[src/hw/rtl/hlt_pkg.sv]
package hlt_pkg;

    // Table geometry and result cap
    localparam int MAX_CLIENTS_DEF = 16;
    localparam int MAX_RESULTS     = 16;

    // Field widths
    localparam int ID_W      = 16;
    localparam int TIME_W    = 32;
    localparam int TIMEOUT_W = 31;
    localparam int KIND_W    = 3;

    localparam logic [TIMEOUT_W-1:0] TIMEOUT_RESET = TIMEOUT_W'(1000);

    // Operation codes
    localparam logic OP_HEARTBEAT = 1'b0;
    localparam logic OP_CHECK     = 1'b1;

    // Result kinds
    typedef logic [KIND_W-1:0] kind_t;
    localparam kind_t KIND_REFRESH = 3'd0;
    localparam kind_t KIND_ADD     = 3'd1;
    localparam kind_t KIND_FULL    = 3'd2;
    localparam kind_t KIND_OFFLINE = 3'd3;
    localparam kind_t KIND_NONE    = 3'd4;

endpackage

[src/hw/rtl/heartbeat_liveness_table.sv]
// Heartbeat liveness table.
// Command channel: an item (operation, client_id, now_ms) transfers on a rising
// edge with start high and busy low. Results leave on event_kind, reported_id
// and last_of_run, each valid for exactly one cycle while result_valid is high;
// the receiver cannot stall, so every strobed result is taken as it stands.
// The timeout register is written through cfg_we / cfg_wdata; the user must
// write it only while idle, as the block itself does not enforce this.
// Scan: both operations walk the slot store one slot per cycle through the
// registered read port of the client/time memory. In a check, offline results
// appear during the walk, the final one (last_of_run high) in the cycle busy
// drops. A heartbeat ends its walk at a matching slot, else walks them all.
// The next item may transfer in the cycle that the final result is shown.
// Reset: all slots invalid, timeout 1000 ms, no result pending. The memory
// needs no clearing pass, as its contents are only used behind a valid bit.
module heartbeat_liveness_table #(
    parameter int MAX_CLIENTS = hlt_pkg::MAX_CLIENTS_DEF
) (
    input  logic                           clk,
    input  logic                           rst_n,
    input  logic                           start,
    output logic                           busy,
    input  logic                           operation,
    input  logic [hlt_pkg::ID_W-1:0]       client_id,
    input  logic [hlt_pkg::TIME_W-1:0]     now_ms,
    input  logic                           cfg_we,
    input  logic [hlt_pkg::TIMEOUT_W-1:0]  cfg_wdata,
    output logic                           result_valid,
    output logic [hlt_pkg::KIND_W-1:0]     event_kind,
    output logic [hlt_pkg::ID_W-1:0]       reported_id,
    output logic                           last_of_run
);

    import hlt_pkg::*;

    localparam int IDX_W  = (MAX_CLIENTS > 1) ? $clog2(MAX_CLIENTS) : 1;
    localparam int CNT_W  = $clog2(MAX_CLIENTS + 1);
    localparam int RES_W  = $clog2(MAX_RESULTS + 1);
    localparam int WORD_W = ID_W + TIME_W;

    typedef enum logic [1:0] {S_IDLE, S_SCAN, S_FINISH} state_t;

    state_t                 state_reg, state_next;
    logic [TIMEOUT_W-1:0]   timeout_reg;
    logic [MAX_CLIENTS-1:0] valid_reg, valid_next;
    logic                   op_reg, op_next;
    logic [ID_W-1:0]        id_reg, id_next;
    logic [TIME_W-1:0]      now_reg, now_next;
    logic [CNT_W-1:0]       rd_idx_reg, rd_idx_next;
    logic                   ev_live_reg, ev_live_next;
    logic [IDX_W-1:0]       ev_idx_reg, ev_idx_next;
    logic                   free_found_reg, free_found_next;
    logic [IDX_W-1:0]       free_idx_reg, free_idx_next;
    logic                   hold_valid_reg, hold_valid_next;
    logic [ID_W-1:0]        hold_id_reg, hold_id_next;
    logic [RES_W-1:0]       res_cnt_reg, res_cnt_next;
    kind_t                  fin_kind_reg, fin_kind_next;
    logic                   res_valid_reg, res_valid_next;
    kind_t                  res_kind_reg, res_kind_next;
    logic [ID_W-1:0]        res_id_reg, res_id_next;
    logic                   res_last_reg, res_last_next;

    logic                   ram_wr_en;
    logic [IDX_W-1:0]       ram_wr_addr;
    logic [WORD_W-1:0]      ram_wr_data;
    logic                   ram_rd_en;
    logic [WORD_W-1:0]      ram_rd_data;
    logic [ID_W-1:0]        ram_client;
    logic [TIME_W-1:0]      ram_seen;
    logic [TIME_W-1:0]      age;
    logic                   slot_on;
    logic                   last_slot;
    logic                   rd_more;
    logic                   done;
    logic [IDX_W-1:0]       free_sel;

    // Client id and last-seen time per slot
    hlt_ram #(
        .WIDTH (WORD_W),
        .DEPTH (MAX_CLIENTS)
    ) u_slot_ram (
        .clk     (clk),
        .wr_en   (ram_wr_en),
        .wr_addr (ram_wr_addr),
        .wr_data (ram_wr_data),
        .rd_en   (ram_rd_en),
        .rd_addr (rd_idx_reg[IDX_W-1:0]),
        .rd_data (ram_rd_data)
    );

    assign ram_client = ram_rd_data[WORD_W-1:TIME_W];
    assign ram_seen   = ram_rd_data[TIME_W-1:0];
    assign age        = now_reg - ram_seen;
    assign slot_on    = valid_reg[ev_idx_reg];
    assign last_slot  = (ev_idx_reg == IDX_W'(MAX_CLIENTS - 1));
    assign rd_more    = (rd_idx_reg < CNT_W'(MAX_CLIENTS));
    assign free_sel   = free_found_reg ? free_idx_reg : ev_idx_reg;

    // Sequencer: issue one read per cycle, evaluate the slot read last cycle
    always_comb
    begin
        state_next      = state_reg;
        valid_next      = valid_reg;
        op_next         = op_reg;
        id_next         = id_reg;
        now_next        = now_reg;
        rd_idx_next     = rd_idx_reg;
        ev_live_next    = ev_live_reg;
        ev_idx_next     = ev_idx_reg;
        free_found_next = free_found_reg;
        free_idx_next   = free_idx_reg;
        hold_valid_next = hold_valid_reg;
        hold_id_next    = hold_id_reg;
        res_cnt_next    = res_cnt_reg;
        fin_kind_next   = fin_kind_reg;
        res_valid_next  = 1'b0;
        res_kind_next   = res_kind_reg;
        res_id_next     = res_id_reg;
        res_last_next   = res_last_reg;
        ram_wr_en       = 1'b0;
        ram_wr_addr     = ev_idx_reg;
        ram_wr_data     = {id_reg, now_reg};
        ram_rd_en       = 1'b0;
        done            = 1'b0;

        unique case (state_reg)
            S_IDLE:
            begin
                if (start)
                begin
                    op_next         = operation;
                    id_next         = client_id;
                    now_next        = now_ms;
                    rd_idx_next     = '0;
                    ev_live_next    = 1'b0;
                    free_found_next = 1'b0;
                    hold_valid_next = 1'b0;
                    res_cnt_next    = '0;
                    state_next      = S_SCAN;
                end
            end

            S_SCAN:
            begin
                // Read stage
                ev_live_next = rd_more;
                ev_idx_next  = rd_idx_reg[IDX_W-1:0];
                if (rd_more)
                begin
                    ram_rd_en   = 1'b1;
                    rd_idx_next = rd_idx_reg + CNT_W'(1);
                end

                // Evaluate stage
                if (ev_live_reg)
                begin
                    if (op_reg == OP_HEARTBEAT)
                    begin
                        if (slot_on && (ram_client == id_reg))
                        begin
                            ram_wr_en     = 1'b1;
                            ram_wr_addr   = ev_idx_reg;
                            fin_kind_next = KIND_REFRESH;
                            done          = 1'b1;
                        end
                        else
                        begin
                            if (!slot_on && !free_found_reg)
                            begin
                                free_found_next = 1'b1;
                                free_idx_next   = ev_idx_reg;
                            end
                            if (last_slot)
                            begin
                                done = 1'b1;
                                if (free_found_reg || !slot_on)
                                begin
                                    ram_wr_en            = 1'b1;
                                    ram_wr_addr          = free_sel;
                                    valid_next[free_sel] = 1'b1;
                                    fin_kind_next        = KIND_ADD;
                                end
                                else
                                begin
                                    fin_kind_next = KIND_FULL;
                                end
                            end
                        end
                    end
                    else
                    begin
                        if (slot_on && (age > {1'b0, timeout_reg}))
                        begin
                            valid_next[ev_idx_reg] = 1'b0;
                            // A held offline result is not the last one
                            if (hold_valid_reg)
                            begin
                                res_valid_next = 1'b1;
                                res_kind_next  = KIND_OFFLINE;
                                res_id_next    = hold_id_reg;
                                res_last_next  = 1'b0;
                            end
                            hold_valid_next = 1'b1;
                            hold_id_next    = ram_client;
                            res_cnt_next    = res_cnt_reg + RES_W'(1);
                            if (res_cnt_reg == RES_W'(MAX_RESULTS - 1))
                            begin
                                done = 1'b1;
                            end
                        end
                        if (last_slot)
                        begin
                            done = 1'b1;
                        end
                    end
                end

                if (done)
                begin
                    ev_live_next = 1'b0;
                    state_next   = S_FINISH;
                end
            end

            S_FINISH:
            begin
                // Final result of the item
                res_valid_next = 1'b1;
                res_last_next  = 1'b1;
                if (op_reg == OP_HEARTBEAT)
                begin
                    res_kind_next = fin_kind_reg;
                    res_id_next   = id_reg;
                end
                else if (hold_valid_reg)
                begin
                    res_kind_next = KIND_OFFLINE;
                    res_id_next   = hold_id_reg;
                end
                else
                begin
                    res_kind_next = KIND_NONE;
                    res_id_next   = '0;
                end
                state_next = S_IDLE;
            end

            default:
            begin
                state_next = S_IDLE;
            end
        endcase
    end

    // State, valid bits and registered outputs
    always_ff @(posedge clk or negedge rst_n)
    begin
        if (!rst_n)
        begin
            state_reg      <= S_IDLE;
            valid_reg      <= '0;
            timeout_reg    <= TIMEOUT_RESET;
            ev_live_reg    <= 1'b0;
            res_valid_reg  <= 1'b0;
            free_found_reg <= 1'b0;
            hold_valid_reg <= 1'b0;
            res_cnt_reg    <= '0;
            rd_idx_reg     <= '0;
        end
        else
        begin
            state_reg      <= state_next;
            valid_reg      <= valid_next;
            ev_live_reg    <= ev_live_next;
            res_valid_reg  <= res_valid_next;
            free_found_reg <= free_found_next;
            hold_valid_reg <= hold_valid_next;
            res_cnt_reg    <= res_cnt_next;
            rd_idx_reg     <= rd_idx_next;
            if (cfg_we)
            begin
                timeout_reg <= cfg_wdata;
            end
        end
    end

    // Payload registers
    always_ff @(posedge clk)
    begin
        op_reg       <= op_next;
        id_reg       <= id_next;
        now_reg      <= now_next;
        ev_idx_reg   <= ev_idx_next;
        free_idx_reg <= free_idx_next;
        hold_id_reg  <= hold_id_next;
        fin_kind_reg <= fin_kind_next;
        res_kind_reg <= res_kind_next;
        res_id_reg   <= res_id_next;
        res_last_reg <= res_last_next;
    end

    assign busy         = (state_reg != S_IDLE);
    assign result_valid = res_valid_reg;
    assign event_kind   = res_kind_reg;
    assign reported_id  = res_id_reg;
    assign last_of_run  = res_last_reg;

    // Checks
    a_start_busy: assert property (@(posedge clk) disable iff (!rst_n)
        (start && !busy) |=> busy)
        else $error("transfer did not raise busy");

    a_hb_single: assert property (@(posedge clk) disable iff (!rst_n)
        (result_valid && (event_kind == KIND_REFRESH || event_kind == KIND_ADD ||
                          event_kind == KIND_FULL)) |-> last_of_run)
        else $error("heartbeat result not marked last");

    a_none_form: assert property (@(posedge clk) disable iff (!rst_n)
        (result_valid && event_kind == KIND_NONE) |-> (last_of_run && reported_id == '0))
        else $error("empty check result malformed");

    a_add_one: assert property (@(posedge clk) disable iff (!rst_n)
        $countones(valid_reg) <= $countones($past(valid_reg)) + 1)
        else $error("more than one slot filled at once");

    a_last_idle: assert property (@(posedge clk) disable iff (!rst_n)
        (result_valid && last_of_run) |-> !busy)
        else $error("final result while still busy");

endmodule

[src/hw/rtl/hlt_ram.sv]
module hlt_ram #(
    parameter int WIDTH  = 48,
    parameter int DEPTH  = 16,
    parameter int ADDR_W = (DEPTH > 1) ? $clog2(DEPTH) : 1
) (
    input  logic              clk,
    input  logic              wr_en,
    input  logic [ADDR_W-1:0] wr_addr,
    input  logic [WIDTH-1:0]  wr_data,
    input  logic              rd_en,
    input  logic [ADDR_W-1:0] rd_addr,
    output logic [WIDTH-1:0]  rd_data
);

    logic [WIDTH-1:0] mem [DEPTH];

    // Single write port, registered read port
    always_ff @(posedge clk)
    begin
        if (wr_en)
        begin
            mem[wr_addr] <= wr_data;
        end
        if (rd_en)
        begin
            rd_data <= mem[rd_addr];
        end
    end

endmodule

[config.mk]
export PLATFORM = sky130hd
export DESIGN_NAME = heartbeat_liveness_table
export DESIGN_NICKNAME = d
export VERILOG_FILES = /design/src/hw/rtl/hlt_pkg.sv /design/src/hw/rtl/heartbeat_liveness_table.sv /design/src/hw/rtl/hlt_ram.sv
export SDC_FILE = /design/constraint.sdc
export NUM_CORES = 1
export LEC_CHECK = 0
export BUFFER_PORTS_ARGS = -buffer_cell sky130_fd_sc_hd__clkbuf_2
export CAP_MARGIN = 10
export CORE_MARGIN = 5
export CORE_UTILIZATION = 55
export CTS_CLUSTER_DIAMETER = 60
export DETAILED_ROUTE_END_ITERATION = 16
export HOLD_SLACK_MARGIN = 0.02
export PLACE_DENSITY = 0.72
export SKIP_CTS_REPAIR_TIMING = 1
export SLEW_MARGIN = 20
export SYNTH_ARGS = -nofsm -noshare
export SYNTH_HDL_FRONTEND = slang
export SYNTH_SLANG_ARGS = --single-unit
[constraint.sdc]
create_clock -name clk -period 6.55 [get_ports clk]
set_clock_uncertainty 0.2 [all_clocks]
set_input_delay 0.3275 -clock clk [delete_from_list [all_inputs] [get_ports clk]]
set_output_delay 0.3275 -clock clk [all_outputs]
set_load 0.05 [all_outputs]
==> flow_metrics.py <==
metrics = {
    "status": {
        "run_status": "finished, final reports clean",
    },
    "timing": {
        "worst_pin_slew_ps": 1027,
        "fmax_mhz": 161.9,
        "min_period_ps": 6178,
        "setup_viol": 0,
        "layout_worst_path_cycle_share": 0.9433,
        "max_slew_margin": 0.3154,
        "slew_violations": 0,
        "rsz0062_at_grt": "false",
        "final_hold_viol_count": 0,
        "tns_ps": 0,
        "fin_ws_ps": 371.7,
        "holdWs_ps": 179.1,
    },
    "logic_synthesis": {
        "synth-edff-count": 911,
        "ys.warnings.count": 0,
        "synth_top_area_frac": 0.6903,
        "async_flop_share": 0.06468,
        "synth_cells": 2331,
        "post_synth_num_cell_types": 75,
        "yosysTopAreaCell": "edfxtp_1",
        "syn_area_per_cell_um2": 17.00,
        "netlist_area_mm2": 0.03963,
        "yosys-top-cells-area": "edfxtp_1 (69%), mux4_2 (5.7%), mux2i_1 (3.8%)",
        "ys_ff_latch": 974,
        "yosysSeqAreaShare": 0.7302,
        "synth.net_count": 2485,
        "synth_ff_type": "edfxtp_1",
    },
    "worst_setup_path": {
        "worst-path-buf-inv": 3,
        "arrival_ps": 6300,
        "reg2reg_slack_ps": 370,
        "crit_fanout": 20,
        "cp-end-kind": "register",
        "cpMaxStageDelayCell": "edfxtp_1",
        "worstSetupPathType": "register to register",
        "r2r_end": "reported_id[9]$_DFFE_PP_",
        "cp_cell_sequence": "inv_1, ha_1, inv_1, fa_1, a21o_1, a21oi_1, o21ai_1, a32o_1, a211oi_2, o21bai_1, a311oi_1, xnor2_1, ha_1, nand4_1, nor2_1, nand2_1, a2111oi_0, o31ai_1, nand4b_4, nand4_4, nor2_1, a21o_1, buf_4",
        "reg2reg_from": "now_reg[0]$_DFFE_PP_",
        "startpoint_type": "register",
        "r2r_cells": 23,
        "critPathTopFamily": "compound AO/OA/AOI/OAI gates",
        "max_stage_delay_ps": 600,
        "critPathLaunch": "now_reg[0]$_DFFE_PP_",
        "required_ps": 6670,
    },
    "power_and_ir_drop": {
        "p_leak_nw": 15.78,
        "peakVddDrop_uv": 274.1,
        "power_w": 0.01838,
        "p_per_area_mw_per_mm2": 403.1,
    },
    "clock_tree": {
        "clk_latency_ps": 660,
        "cts_tree": "built",
        "cts_root_buf": "clkbuf_16",
        "numCtsBuffers": 100,
        "clk_pin_slew_ps": 60,
        "clockBufferDepth": 3,
        "htreeDepth": 3,
        "cts_sinks": 974,
    },
    "final_layout": {
        "diodes": 0,
        "drive_gt1_frac": 0.1838,
        "fin_nets": 2710,
        "finish.utilization": 0.6377,
        "largest_reg_flops": 768,
        "syn_to_final_growth_pct": 15.03,
    },
    "floorplan": {
        "die_w_um": 278.4,
        "fp.coreArea_mm2": 0.07149,
        "initial_utilization": 0.5544,
        "die_h_um": 278.4,
        "die_area_mm2": 0.07753,
        "num_io_pins": 106,
        "rows": 98,
    },
    "route": {
        "ant_nets": 0,
        "drcViolationCount": 0,
        "dr.pass1.iters": 6,
        "vias": 22000,
        "via_per_inst": 6.140,
        "drt_iter0_drc": 2449,
        "wl_per_cell_um": 25.96,
        "drt_wl_total_mm": 93.03,
    },
    "grt": {
        "grt_pass1_vias": 22100,
        "grt.busiest_layer": "met2",
        "grt_usage": 0.2360,
        "met3_usage": 0.03431,
        "overflow": 0,
        "antenna_found_initial": 0,
        "grt_use_met1": 0.3270,
        "met2_usage": 0.3898,
        "grt_pass1_wl_mm": 138.3,
        "grt_max_degree": 93,
    },
    "min_path": {
        "min_from": "now_ms[31]",
        "min_path_type": "input port to register",
        "hold_end": "now_reg[31]$_DFFE_PP_",
        "min_path_cells": 2,
    },
    "place": {
        "io_buffers": 105,
        "gp_congestion": 0.8655,
        "hpwl_mm": 49.23,
        "place_ws_ps": 350.4,
    },
    "flow_run": {
        "cap_violations": 0,
    },
}
[logic make-up after synthesis]
family / Yosys count / share of synthesized area
AO/OA/AOI/OAI: 457 / 0.07369
multiplexers: 304 / 0.1103
AND/OR/NAND/NOR: 296 / 0.03571
adder cells (fa/ha/maj): 70 / 0.02229
buffers and inverters: 188 / 0.01853
flip-flops: 974 / 0.7302
XOR/XNOR: 42 / 0.009282
[how the worst max path moves through the flow]
stage | endpoint | slack [ps] | cells past startpoint
after floorplan | event_kind[0]$_SDFFCE_PN1P_ | 1170 | 23
after global placement | reported_id[1]$_DFFE_PP_ | 590 | 23
after detailed placement | valid_reg[6]$_DFFE_PN0P_ | 350 | 23
after CTS | valid_reg[6]$_DFFE_PN0P_ | 380 | 23
after global routing | reported_id[13]$_DFFE_PP_ | 20 | 23
final | reported_id[9]$_DFFE_PP_ | 370 | 23
[final cells by class]
cell class | instances | area, um2
fill | 4842 | 25900
tap | 950 | 1189
timing repair buffer | 228 | 1874
inverter | 83 | 311.5
sequential | 974 | 28950
clock inverter | 49 | 489.2
multi-input combinational | 1169 | 10110
clock buffer | 130 | 2665
[through the flow]
step / std cells / cell area [um2]
4_1_cts: 3500 / 44740
2_1_floorplan: 2331 / 39630
5_1_grt: 3583 / 45590
6_report: 3583 / 45590
3_5_place_dp: 3321 / 41580
3_3_place_gp: 3321 / 41580
[synth_stat cells, drive strengths merged, types with 18 or more instances]
cell type,n
a21o,18
a21oi,95
a221oi,49
a22o,18
a22oi,52
buf,27
clkbuf,78
dfrtp,57
edfxtp,911
ha,69
inv,83
mux2,51
mux2i,152
mux4,101
nand2,132
nand4,20
nor2,62
o21ai,168
xnor2,31
[per-layer routing]
metal / share of wire / up-vias / wire (um)
li1: - / 9672 / -
met1: 0.40 / 11150 / 37420
met2: 0.49 / 979 / 45880
met3: 0.073 / 196 / 6832
met4: 0.031 / 0 / 2897
met5: 0 / - / 0
[placed cells by master, fill, tap and decap left out, types with 5 or more instances in the layout]
cell type,netlist,routed
dfrtp_1,57,53
clkbuf_8,0,5
xnor2_1,31,31
edfxtp_1,911,911
a221oi_1,49,49
and2_1,9,8
a22o_1,18,18
nand4_1,19,19
a22oi_1,52,52
nor2_4,0,17
ha_1,69,69
clkinv_2,0,9
dfstp_2,6,6
nor2b_1,6,5
o31ai_1,10,10
o21bai_1,7,7
bufinv_16,0,8
o211ai_1,5,5
xor2_1,11,11
mux2i_1,152,152
o21ai_1,16,16
clkbuf_1,78,25
dlygate4sd3_1,0,82
inv_1,83,82
nand2b_1,11,11
buf_4,1,24
a21oi_1,94,94
mux4_2,101,101
mux2_2,51,51
nand2_1,130,129
nand3_1,16,16
a21o_1,18,18
and3_1,5,5
buf_12,0,16
o21ai_0,152,152
nor3_1,12,12
nor2_1,62,45
clkbuf_16,0,100
clkinv_1,0,19
clkbuf_2,0,104
[power breakdown]
part	total (W)	leakage, nW	internal, W	switching (W)
clock	0.00549	1.53	0.00318	0.00231
combinational	0.00488	5.24	0.00210	0.00278
sequential	0.00800	9.01	0.00746	0.000545
Note: power is estimated with default switching activity, not from simulation.
